--- src/hw/rtl/hac_pkg.sv ---
// hac_pkg: shared constants, types and the arctangent step table of the
// hall axis conditioner. No dependencies; used by every module of the block.
`default_nettype none

package hac_pkg;

  localparam int LANES        = 4;
  localparam int FIELD_BITS   = 12;
  localparam int ANGLE_BITS   = 15;
  localparam int LIMIT_BITS   = 8;
  localparam int AXIS_BITS    = 10;
  localparam int CFG_IDX_BITS = 2;
  localparam int MASK_BITS    = LANES;

  localparam int UNITS_45          = 2880;
  localparam int UNITS_90          = 5760;
  localparam int UNITS_180         = 11520;
  localparam int FULL_SCALE        = 1023;
  localparam int AVG_WINDOW        = 15;
  localparam int COUNT_MAX         = 255;
  localparam int MIN_ANGLE_RESET   = -10432;
  localparam int MAX_ANGLE_RESET   = -4160;
  localparam int STUCK_LIMIT_RESET = 50;

  localparam int CORDIC_STEPS = 56;
  localparam int STEP_BITS    = 6;
  localparam int XY_FRAC      = 48;
  localparam int Z_FRAC       = 44;

  localparam int NUM_BITS = 27;
  localparam int DEN_BITS = 16;
  localparam int Q_BITS   = 10;
  localparam int QIDX_BITS = 4;

  typedef enum logic [CFG_IDX_BITS-1:0] {
    CFG_MIN_ANGLE   = 2'd0,
    CFG_MAX_ANGLE   = 2'd1,
    CFG_STUCK_LIMIT = 2'd2
  } cfg_idx_t;

  typedef struct packed {
    logic signed [ANGLE_BITS-1:0] min_angle;
    logic signed [ANGLE_BITS-1:0] max_angle;
  } win_t;

  typedef enum logic [2:0] {
    LN_IDLE,
    LN_ANGLE,
    LN_SCALE_SET,
    LN_SCALE,
    LN_AVG_SET,
    LN_AVG
  } lane_state_t;

  typedef enum logic {
    TOP_IDLE,
    TOP_BUSY
  } top_state_t;

  typedef logic [63:0] arc_tab_t [CORDIC_STEPS];

  localparam logic [63:0] Q_ONE = 64'h4000_0000_0000_0000;

  // arctan(1/5) in q62
  function automatic logic [63:0] atan_inv5();
    logic [63:0] p;
    logic [63:0] sum;
    logic [63:0] t;
    p   = Q_ONE / 64'd5;
    sum = '0;
    for (int k = 0; k < 40; k++) begin
      t = p / 64'(2 * k + 1);
      if (k % 2 == 1) sum = sum - t;
      else sum = sum + t;
      p = p / 64'd25;
    end
    return sum;
  endfunction

  // arctan(1/239) in q62
  function automatic logic [63:0] atan_inv239();
    logic [63:0] p;
    logic [63:0] sum;
    logic [63:0] t;
    p   = Q_ONE / 64'd239;
    sum = '0;
    for (int k = 0; k < 40; k++) begin
      t = p / 64'(2 * k + 1);
      if (k % 2 == 1) sum = sum - t;
      else sum = sum + t;
      p = p / 64'd57121;
    end
    return sum;
  endfunction

  // arctan(2^-i) in q62, i >= 1
  function automatic logic [63:0] atan_pow2(input int unsigned i);
    logic [63:0] p;
    logic [63:0] sum;
    logic [63:0] t;
    p   = Q_ONE >> i;
    sum = '0;
    for (int k = 0; k < 40; k++) begin
      t = p / 64'(2 * k + 1);
      if (k % 2 == 1) sum = sum - t;
      else sum = sum + t;
      p = (2 * i < 63) ? (p >> (2 * i)) : 64'd0;
    end
    return sum;
  endfunction

  // pi/4 in q62
  localparam logic [63:0] QP_45 = (atan_inv5() << 2) - atan_inv239();

  // step angles in 1/64 degree with Z_FRAC fraction bits
  function automatic arc_tab_t build_arc_tab();
    arc_tab_t     tab;
    logic [127:0] w;
    logic [63:0]  a;
    for (int i = 0; i < CORDIC_STEPS; i++) begin
      a = (i == 0) ? QP_45 : atan_pow2(i);
      w = ({64'd0, a} * 128'(UNITS_45)) << Z_FRAC;
      w = (w + 128'(QP_45 >> 1)) / 128'(QP_45);
      tab[i] = w[63:0];
    end
    return tab;
  endfunction

  localparam arc_tab_t ARC_TAB = build_arc_tab();

endpackage

`default_nettype wire

--- src/hw/rtl/hac_cordic.sv ---
// hac_cordic: iterative vectoring unit, one rotation per cycle, giving the
// rounded first-octant angle atan(s/l) in 1/64 degree. Depends on hac_pkg.
`default_nettype none

module hac_cordic (
  input  wire logic                             clk,
  input  wire logic                             rst_n,
  input  wire logic                             start,
  input  wire logic [hac_pkg::FIELD_BITS-1:0]   s_mag,
  input  wire logic [hac_pkg::FIELD_BITS-1:0]   l_mag,
  output logic                                  done,
  output logic [hac_pkg::FIELD_BITS-1:0]        k_units
);

  localparam logic [hac_pkg::STEP_BITS-1:0] STEP_LAST =
    hac_pkg::STEP_BITS'(hac_pkg::CORDIC_STEPS - 1);
  localparam logic signed [63:0] Z_ROUND = 64'sd1 <<< (hac_pkg::Z_FRAC - 1);
  localparam int RND_BITS = 64 - hac_pkg::Z_FRAC;

  logic                          busy_r, busy_nxt;
  logic                          done_r, done_nxt;
  logic [hac_pkg::STEP_BITS-1:0] step_r, step_nxt;
  logic signed [63:0]            x_r, x_nxt, y_r, y_nxt, z_r, z_nxt;
  logic signed [63:0]            dx, dy, arc, z_rnd;
  logic [RND_BITS-1:0]           rnd;

  always_comb begin
    dx       = y_r >>> step_r;
    dy       = x_r >>> step_r;
    arc      = signed'(hac_pkg::ARC_TAB[step_r]);
    busy_nxt = busy_r;
    done_nxt = 1'b0;
    step_nxt = step_r;
    x_nxt    = x_r;
    y_nxt    = y_r;
    z_nxt    = z_r;
    if (start) begin
      x_nxt    = signed'(64'(l_mag) << hac_pkg::XY_FRAC);
      y_nxt    = signed'(64'(s_mag) << hac_pkg::XY_FRAC);
      z_nxt    = '0;
      step_nxt = '0;
      busy_nxt = 1'b1;
    end else if (busy_r) begin
      if (!y_r[63]) begin
        x_nxt = x_r + dx;
        y_nxt = y_r - dy;
        z_nxt = z_r + arc;
      end else begin
        x_nxt = x_r - dx;
        y_nxt = y_r + dy;
        z_nxt = z_r - arc;
      end
      if (step_r == STEP_LAST) begin
        busy_nxt = 1'b0;
        done_nxt = 1'b1;
      end else begin
        step_nxt = step_r + 1'b1;
      end
    end
  end

  always_ff @(posedge clk) begin
    if (!rst_n) begin
      busy_r <= 1'b0;
      done_r <= 1'b0;
      step_r <= '0;
    end else begin
      busy_r <= busy_nxt;
      done_r <= done_nxt;
      step_r <= step_nxt;
    end
    x_r <= x_nxt;
    y_r <= y_nxt;
    z_r <= z_nxt;
  end

  always_comb begin
    z_rnd = z_r + Z_ROUND;
    rnd   = z_rnd[63:hac_pkg::Z_FRAC];
    if (z_r <= 0) k_units = '0;
    else if (rnd > RND_BITS'(hac_pkg::UNITS_45))
      k_units = hac_pkg::FIELD_BITS'(hac_pkg::UNITS_45);
    else k_units = rnd[hac_pkg::FIELD_BITS-1:0];
  end

  assign done = done_r;

endmodule

`default_nettype wire

--- src/hw/rtl/hac_div.sv ---
// hac_div: restoring divider, one quotient bit per cycle, ten-bit quotient.
// The caller keeps the quotient below 1024. Depends on hac_pkg.
`default_nettype none

module hac_div (
  input  wire logic                          clk,
  input  wire logic                          rst_n,
  input  wire logic                          start,
  input  wire logic [hac_pkg::NUM_BITS-1:0]  num,
  input  wire logic [hac_pkg::DEN_BITS-1:0]  den,
  output logic                               done,
  output logic [hac_pkg::Q_BITS-1:0]         quot
);

  localparam logic [hac_pkg::QIDX_BITS-1:0] BIT_TOP =
    hac_pkg::QIDX_BITS'(hac_pkg::Q_BITS - 1);

  logic                           busy_r, busy_nxt;
  logic                           done_r, done_nxt;
  logic [hac_pkg::QIDX_BITS-1:0]  bit_r, bit_nxt;
  logic [hac_pkg::NUM_BITS-1:0]   rem_r, rem_nxt, trial;
  logic [hac_pkg::DEN_BITS-1:0]   den_r, den_nxt;
  logic [hac_pkg::Q_BITS-1:0]     q_r, q_nxt;

  always_comb begin
    trial    = hac_pkg::NUM_BITS'(den_r) << bit_r;
    busy_nxt = busy_r;
    done_nxt = 1'b0;
    bit_nxt  = bit_r;
    rem_nxt  = rem_r;
    den_nxt  = den_r;
    q_nxt    = q_r;
    if (start) begin
      rem_nxt  = num;
      den_nxt  = den;
      q_nxt    = '0;
      bit_nxt  = BIT_TOP;
      busy_nxt = 1'b1;
    end else if (busy_r) begin
      if (rem_r >= trial) begin
        rem_nxt       = rem_r - trial;
        q_nxt[bit_r]  = 1'b1;
      end
      if (bit_r == '0) begin
        busy_nxt = 1'b0;
        done_nxt = 1'b1;
      end else begin
        bit_nxt = bit_r - 1'b1;
      end
    end
  end

  always_ff @(posedge clk) begin
    if (!rst_n) begin
      busy_r <= 1'b0;
      done_r <= 1'b0;
      bit_r  <= '0;
    end else begin
      busy_r <= busy_nxt;
      done_r <= done_nxt;
      bit_r  <= bit_nxt;
    end
    rem_r <= rem_nxt;
    den_r <= den_nxt;
    q_r   <= q_nxt;
  end

  assign done = done_r;
  assign quot = q_r;

endmodule

`default_nettype wire

--- src/hw/rtl/hac_lane.sv ---
// hac_lane: one sensor lane: angle from the cordic unit, window hold,
// scaling and running average through a shared divider.
// Depends on hac_pkg, hac_cordic and hac_div.
`default_nettype none

module hac_lane (
  input  wire logic                                   clk,
  input  wire logic                                   rst_n,
  input  wire logic                                   start,
  input  wire logic signed [hac_pkg::FIELD_BITS-1:0]  field_x,
  input  wire logic signed [hac_pkg::FIELD_BITS-1:0]  field_y,
  input  wire hac_pkg::win_t                          win,
  output logic                                        busy,
  output logic [hac_pkg::AXIS_BITS-1:0]               axis
);

  localparam int SUM_BITS  = 14;
  localparam int FILL_BITS = 4;
  localparam logic [FILL_BITS-1:0] FILL_FULL = FILL_BITS'(hac_pkg::AVG_WINDOW);
  localparam logic [FILL_BITS-1:0] PTR_LAST  = FILL_BITS'(hac_pkg::AVG_WINDOW - 1);

  hac_pkg::lane_state_t state_r, state_nxt;

  logic signed [hac_pkg::ANGLE_BITS-1:0] held_r, held_nxt;
  logic                                  swap_r, swap_nxt, xneg_r, xneg_nxt;
  logic                                  yneg_r, yneg_nxt, zero_r, zero_nxt;
  logic [hac_pkg::AXIS_BITS-1:0]         val_r, val_nxt, axis_r, axis_nxt;
  logic [SUM_BITS-1:0]                   sum_r, sum_nxt, sum_n;
  logic [FILL_BITS-1:0]                  fill_r, fill_nxt, fill_n, ptr_r, ptr_nxt;
  logic [hac_pkg::AXIS_BITS-1:0]         hist_r [hac_pkg::AVG_WINDOW];
  logic                                  hist_we;

  logic [hac_pkg::FIELD_BITS-1:0] ax, ay, s_mag, l_mag, k_units;
  logic                           in_swap;
  logic                           cordic_start, cordic_done;
  logic                           div_start, div_done;
  logic [hac_pkg::NUM_BITS-1:0]   div_num;
  logic [hac_pkg::DEN_BITS-1:0]   div_den;
  logic [hac_pkg::Q_BITS-1:0]     div_q;

  logic [13:0]                           a0;
  logic [hac_pkg::ANGLE_BITS-1:0]        a1;
  logic signed [hac_pkg::ANGLE_BITS-1:0] ang;
  logic                                  in_win;
  logic signed [15:0]                    diff, den_s;
  logic signed [hac_pkg::NUM_BITS-1:0]   diff_w, num_s;
  logic [hac_pkg::NUM_BITS-1:0]          den_sh;

  // fold into the first octant
  always_comb begin
    ax      = field_x[hac_pkg::FIELD_BITS-1] ? unsigned'(-field_x) : unsigned'(field_x);
    ay      = field_y[hac_pkg::FIELD_BITS-1] ? unsigned'(-field_y) : unsigned'(field_y);
    in_swap = ay > ax;
    s_mag   = in_swap ? ax : ay;
    l_mag   = in_swap ? ay : ax;
  end

  hac_cordic u_cordic (
    .clk     (clk),
    .rst_n   (rst_n),
    .start   (cordic_start),
    .s_mag   (s_mag),
    .l_mag   (l_mag),
    .done    (cordic_done),
    .k_units (k_units)
  );

  hac_div u_div (
    .clk   (clk),
    .rst_n (rst_n),
    .start (div_start),
    .num   (div_num),
    .den   (div_den),
    .done  (div_done),
    .quot  (div_q)
  );

  // unfold, window and scale terms
  always_comb begin
    a0 = swap_r ? (14'(hac_pkg::UNITS_90) - 14'(k_units)) : 14'(k_units);
    a1 = xneg_r ? (15'(hac_pkg::UNITS_180) - {1'b0, a0}) : {1'b0, a0};
    if (zero_r) ang = '0;
    else if (yneg_r) ang = -signed'(a1);
    else ang = signed'(a1);
    in_win = (ang >= win.min_angle) && (ang <= win.max_angle);

    diff   = {held_r[hac_pkg::ANGLE_BITS-1], held_r}
           - {win.min_angle[hac_pkg::ANGLE_BITS-1], win.min_angle};
    den_s  = {win.max_angle[hac_pkg::ANGLE_BITS-1], win.max_angle}
           - {win.min_angle[hac_pkg::ANGLE_BITS-1], win.min_angle};
    diff_w = hac_pkg::NUM_BITS'(diff);
    num_s  = (diff_w <<< hac_pkg::AXIS_BITS) - diff_w;
    den_sh = hac_pkg::NUM_BITS'(unsigned'(den_s)) << hac_pkg::AXIS_BITS;

    fill_n = (fill_r == FILL_FULL) ? fill_r : fill_r + 1'b1;
    if (fill_r == FILL_FULL)
      sum_n = sum_r - SUM_BITS'(hist_r[ptr_r]) + SUM_BITS'(val_r);
    else
      sum_n = sum_r + SUM_BITS'(val_r);
  end

  always_comb begin
    state_nxt    = state_r;
    held_nxt     = held_r;
    swap_nxt     = swap_r;
    xneg_nxt     = xneg_r;
    yneg_nxt     = yneg_r;
    zero_nxt     = zero_r;
    val_nxt      = val_r;
    axis_nxt     = axis_r;
    sum_nxt      = sum_r;
    fill_nxt     = fill_r;
    ptr_nxt      = ptr_r;
    hist_we      = 1'b0;
    cordic_start = 1'b0;
    div_start    = 1'b0;
    div_num      = unsigned'(num_s);
    div_den      = unsigned'(den_s);
    unique case (state_r)
      hac_pkg::LN_IDLE: begin
        if (start) begin
          cordic_start = 1'b1;
          swap_nxt     = in_swap;
          xneg_nxt     = field_x[hac_pkg::FIELD_BITS-1];
          yneg_nxt     = field_y[hac_pkg::FIELD_BITS-1];
          zero_nxt     = (field_x == '0) && (field_y == '0);
          state_nxt    = hac_pkg::LN_ANGLE;
        end
      end
      hac_pkg::LN_ANGLE: begin
        if (cordic_done) begin
          if (in_win) held_nxt = ang;
          state_nxt = hac_pkg::LN_SCALE_SET;
        end
      end
      hac_pkg::LN_SCALE_SET: begin
        if (den_s <= 0 || num_s <= 0) begin
          val_nxt   = '0;
          state_nxt = hac_pkg::LN_AVG_SET;
        end else if (unsigned'(num_s) >= den_sh) begin
          val_nxt   = hac_pkg::AXIS_BITS'(hac_pkg::FULL_SCALE);
          state_nxt = hac_pkg::LN_AVG_SET;
        end else begin
          div_start = 1'b1;
          state_nxt = hac_pkg::LN_SCALE;
        end
      end
      hac_pkg::LN_SCALE: begin
        if (div_done) begin
          val_nxt   = div_q;
          state_nxt = hac_pkg::LN_AVG_SET;
        end
      end
      hac_pkg::LN_AVG_SET: begin
        hist_we   = 1'b1;
        sum_nxt   = sum_n;
        fill_nxt  = fill_n;
        ptr_nxt   = (ptr_r == PTR_LAST) ? '0 : ptr_r + 1'b1;
        div_start = 1'b1;
        div_num   = hac_pkg::NUM_BITS'(sum_n + SUM_BITS'(fill_n >> 1));
        div_den   = hac_pkg::DEN_BITS'(fill_n);
        state_nxt = hac_pkg::LN_AVG;
      end
      hac_pkg::LN_AVG: begin
        if (div_done) begin
          axis_nxt  = div_q;
          state_nxt = hac_pkg::LN_IDLE;
        end
      end
      default: state_nxt = hac_pkg::LN_IDLE;
    endcase
  end

  always_ff @(posedge clk) begin
    if (!rst_n) begin
      state_r <= hac_pkg::LN_IDLE;
      held_r  <= hac_pkg::ANGLE_BITS'(hac_pkg::MIN_ANGLE_RESET);
      sum_r   <= '0;
      fill_r  <= '0;
      ptr_r   <= '0;
    end else begin
      state_r <= state_nxt;
      held_r  <= held_nxt;
      sum_r   <= sum_nxt;
      fill_r  <= fill_nxt;
      ptr_r   <= ptr_nxt;
    end
    swap_r <= swap_nxt;
    xneg_r <= xneg_nxt;
    yneg_r <= yneg_nxt;
    zero_r <= zero_nxt;
    val_r  <= val_nxt;
    axis_r <= axis_nxt;
  end

  always_ff @(posedge clk) begin
    if (hist_we) hist_r[ptr_r] <= val_r;
  end

  assign busy = (state_r != hac_pkg::LN_IDLE);
  assign axis = axis_r;

endmodule

`default_nettype wire
--- config.mk ---
export PLATFORM = sky130hd
export DESIGN_NAME = hac_lane
export DESIGN_NICKNAME = d
export VERILOG_FILES = /design/src/hw/rtl/hac_pkg.sv /design/src/hw/rtl/hac_cordic.sv /design/src/hw/rtl/hac_div.sv /design/src/hw/rtl/hac_lane.sv
export SDC_FILE = /design/constraint.sdc
export NUM_CORES = 2
export LEC_CHECK = 0
export BUFFER_PORTS_ARGS = -buffer_cell sky130_fd_sc_hd__buf_2
export CAP_MARGIN = 40
export CELL_PAD_IN_SITES_DETAIL_PLACEMENT = 1
export CELL_PAD_IN_SITES_GLOBAL_PLACEMENT = 1
export CORE_ASPECT_RATIO = 0.6
export CORE_MARGIN = 2
export CORE_UTILIZATION = 40
export CTS_BUF_LIST = sky130_fd_sc_hd__clkbuf_4
export DETAILED_ROUTE_END_ITERATION = 16
export GPL_TIMING_DRIVEN = 0
export PLACE_DENSITY_LB_ADDON = 0.15
export SYNTH_ARGS = -nofsm -noshare
export SYNTH_HDL_FRONTEND = slang
export SYNTH_SLANG_ARGS = --single-unit
--- constraint.sdc ---
create_clock -name clk -period 9.25 [get_ports clk]
set_input_delay 0.925 -clock clk [delete_from_list [all_inputs] [get_ports clk]]
set_output_delay 0.925 -clock clk [all_outputs]
set_load 0.02 [all_outputs]
==> results.yml <==
logic_synthesis:
  yosysSeqAreaShare: 0.225
  netlist_area_sq_mm: 0.0533
  syn_avg_cell_area_sq_um: 8.75
  synth_cell_type_count: 105
  syn_nets: 6547
  synth.ff_latch_count: 477
  ys_warn_count: 0
  ys.flop_type: "edfxtp_1"
  synth_edf_count: 241
  async_flop_share: 0
  syn_inst: 6087
global_routing:
  grt_use_total: 0.413
  first_global_vias: 52800
  grt_pass1_wl_mm: 402
  grt_max_degree: 21
  antenna_found_initial: 16
  grt-ovfl-total: 0
setup_path:
  cpPeakStageDelay_ns: 0.60
  critPathKind: "reg -> reg"
  path_max_fanout: 10
  critPathSlowestCell: "a21oi_1"
  end_kind: "flop"
  crit_arrival_ns: 10.41
  required_ns: 10.25
  critPathLaunchType: "flop"
floorplanning:
  die-area_sq_mm: 0.136
  std_cell_rows: 103
  die-height_um: 287
  io_pins: 68
  die_x_um: 475
  initial_core_util: 0.404
  coreArea_sq_mm: 0.132
sta:
  fin_ws_ns: -0.161
  period_minus_slack_ns: 9.41
  hold_viol: 0
  setup_viol: 4
  slew_headroom: 0.307
  fin_skew_ns: 0.138
  finalCritPeriodShare: 1.02
  maxSlewViolCount: 0
  tightestPinTransition_ns: 1.04
  finalSetupTns_ns: -0.233
  fmax_mhz: 106
route:
  wl_per_cell_um: 34.5
  ant_nets: 0
  vias: 56000
  drcViolationCount: 0
  dr.pass1.iters: 9
  drt-vias-per-instance: 6.69
  routed_wl_mm: 289
  drt_iter0_markers: 7844
cells_and_area:
  nets: 6935
  drive_gt1_frac: 0.175
  stdcell_count: 8375
  fill_cells: 15500
  final_util: 0.459
  synthToLayoutAreaGrowth_pct: 13.7
status:
  violations: "setup timing"
  status: "complete, but fails checks"
clock_tree:
  clock_sinks: 477
  clk_pin_slew_ns: 0.08
  cts_tree: "built"
  clk_latency_ns: 1.21
  h-tree-depth: 4
  numCtsBuffers: 134
  cts_buffer_depth: 3
  root_buffer: "clkbuf_4"
power_and_ir_drop:
  power_leakage_nw: 24.9
  ir_drop_mv: 0.251
  finalPower_w: 0.0210
  p_per_area_mw_per_mm2: 347
placed_design:
  dp.cells: 8064
  port_buffers: 67
  place_ws_ns: -4.57
  gp_congestion: 1.07
  hpwl_mm: 236
min_path:
  hp-class: "in -> reg"
flow_run:
  maxCapViolCount: 0
-- synth_stat cells (all sizes together) (18+ instances only) --
cell,number,area (sq um)
a2111oi,18,183
a21o,193,1450
o22ai,35,219
or3,22,138
xor2,182,1590
nor3,139,716
a21oi,458,2290
mux4,270,6140
buf,122,696
a31oi,91,569
ha,385,4820
o21bai,60,450
o31ai,45,338
inv,283,1060
nor2,596,2250
mux2,116,1310
a211oi,89,668
o211ai,36,270
o311ai,18,158
and3,46,288
nand2,459,1720
and2,44,275
fa,18,360
nand2b,73,459
mux2i,258,2610
nor2b,76,475
xnor2,294,2570
clkbuf,222,835
or2,35,224
o21a,48,360
o21ai,326,1630
nand4,74,463
and4,24,210
nand3,110,556
nor4,43,284
a211o,21,184
dfxtp,236,4720
edfxtp,241,7240
-- path summary, 6_finish.rpt --
kind,from,cells past startpoint,end,slack (ns)
max,u_cordic.step_r[3],30,u_cordic.z_r[60],-0.16
max reg2reg,u_cordic.step_r[3],30,u_cordic.z_r[60],-0.16
min,start,3,state_r[0],0.17
min reg2reg,u_div.quot[3],0,axis[3],0.44
-- logic make-up after synthesis --
group / synth area share
adder cells (fa/ha/maj): 0.0972
buffers and inverters: 0.0495
flip-flops: 0.225
multiplexers: 0.189
XOR/XNOR: 0.0783
AND/OR/NAND/NOR: 0.161
AO/OA/AOI/OAI: 0.201
-- registers in the layout (all words and copies together), names as in the netlist, 6 cells and up, named ones only --
register and flops:
u_cordic.z_r 64, axis 10, hist_r 150, held_r 15, u_cordic.x_r 64, u_cordic.y_r 64, val_r 10, u_div.quot 10
sum_r 14, u_div.den_r 16, u_cordic.step_r 6, u_div.rem_r 27
-- routing by layer --
layer  part of all wire  track usage  up-vias
met1               0.48        0.647    28500
met2               0.33        0.461     3495
met3               0.17        0.231      320
met5             0.0040       0.0392        -
met4              0.017       0.0747       22
li1                   -            -    23600
-- metrics by stage --
step | cell area [sq um] | hold slack, ns
2_1_floorplan | 53300 | 0.408
3_3_place_gp | 55800 | 0.416
3_5_place_dp | 57300 | 0.423
4_1_cts | 59600 | 0.00219
5_1_grt | 60500 | 0.100
6_report | 60500 | 0.173
-- layout by cell type, fill, tap and decap left out, drive strengths merged, types with 45 or more instances in the layout --
master  count
nand3     110
xor2      182
o21bai     60
mux2      116
nor2b      76
mux4      270
a21o      193
a211oi     89
nand2b     73
mux2i     258
clkbuf    416
a21oi     458
nand2     459
a31oi      91
edfxtp    241
and3       46
nand4      74
o21a       48
clkinv     49
inv       289
nor3      139
nor2      596
o21ai     326
buf       366
o31ai      45
ha        385
dfxtp     236
xnor2     294
-- report_power, final --
group	switching [W]	internal, W	total [W]
clock	0.00123	0.00103	0.00226
sequential	0.000642	0.00257	0.00322
combinational	0.00971	0.00579	0.0155
-- critical path: cells and delay by family (launching register included) --
kind	cells	cell delay (ns)
XOR/XNOR	2	0.86
AND/OR/NAND/NOR	6	1.43
buffers and inverters	11	4.00
adder cells (fa/ha/maj)	1	0.39
flip-flops	1	0.40
AO/OA/AOI/OAI	10	2.10
-- cell type report --
type,count,area (sq um),share of cell area
multi-input cells,4975,39300,0.649
flip-flops and latches,477,12000,0.198
repair buffers,262,2320,0.0383
well taps,1785,2230,0.0369
plain buffers,336,1750,0.0290
clock buffers,191,1430,0.0237
inverters,289,1100,0.0182
clock inverters,54,393,0.00649
diodes,6,15.0,0.000248
-- what timing repair did --
item | CTS | global route
hold buffers | 2 | 0
pin swaps | 10 | 20
gates resized for setup | 122 | 134
buffers inserted | 16 | 45
endpoints found under the hold margin | 2 | 0
setup endpoints to repair | 150 | 150
No activity file was read; power rests on OpenSTA's default activity.
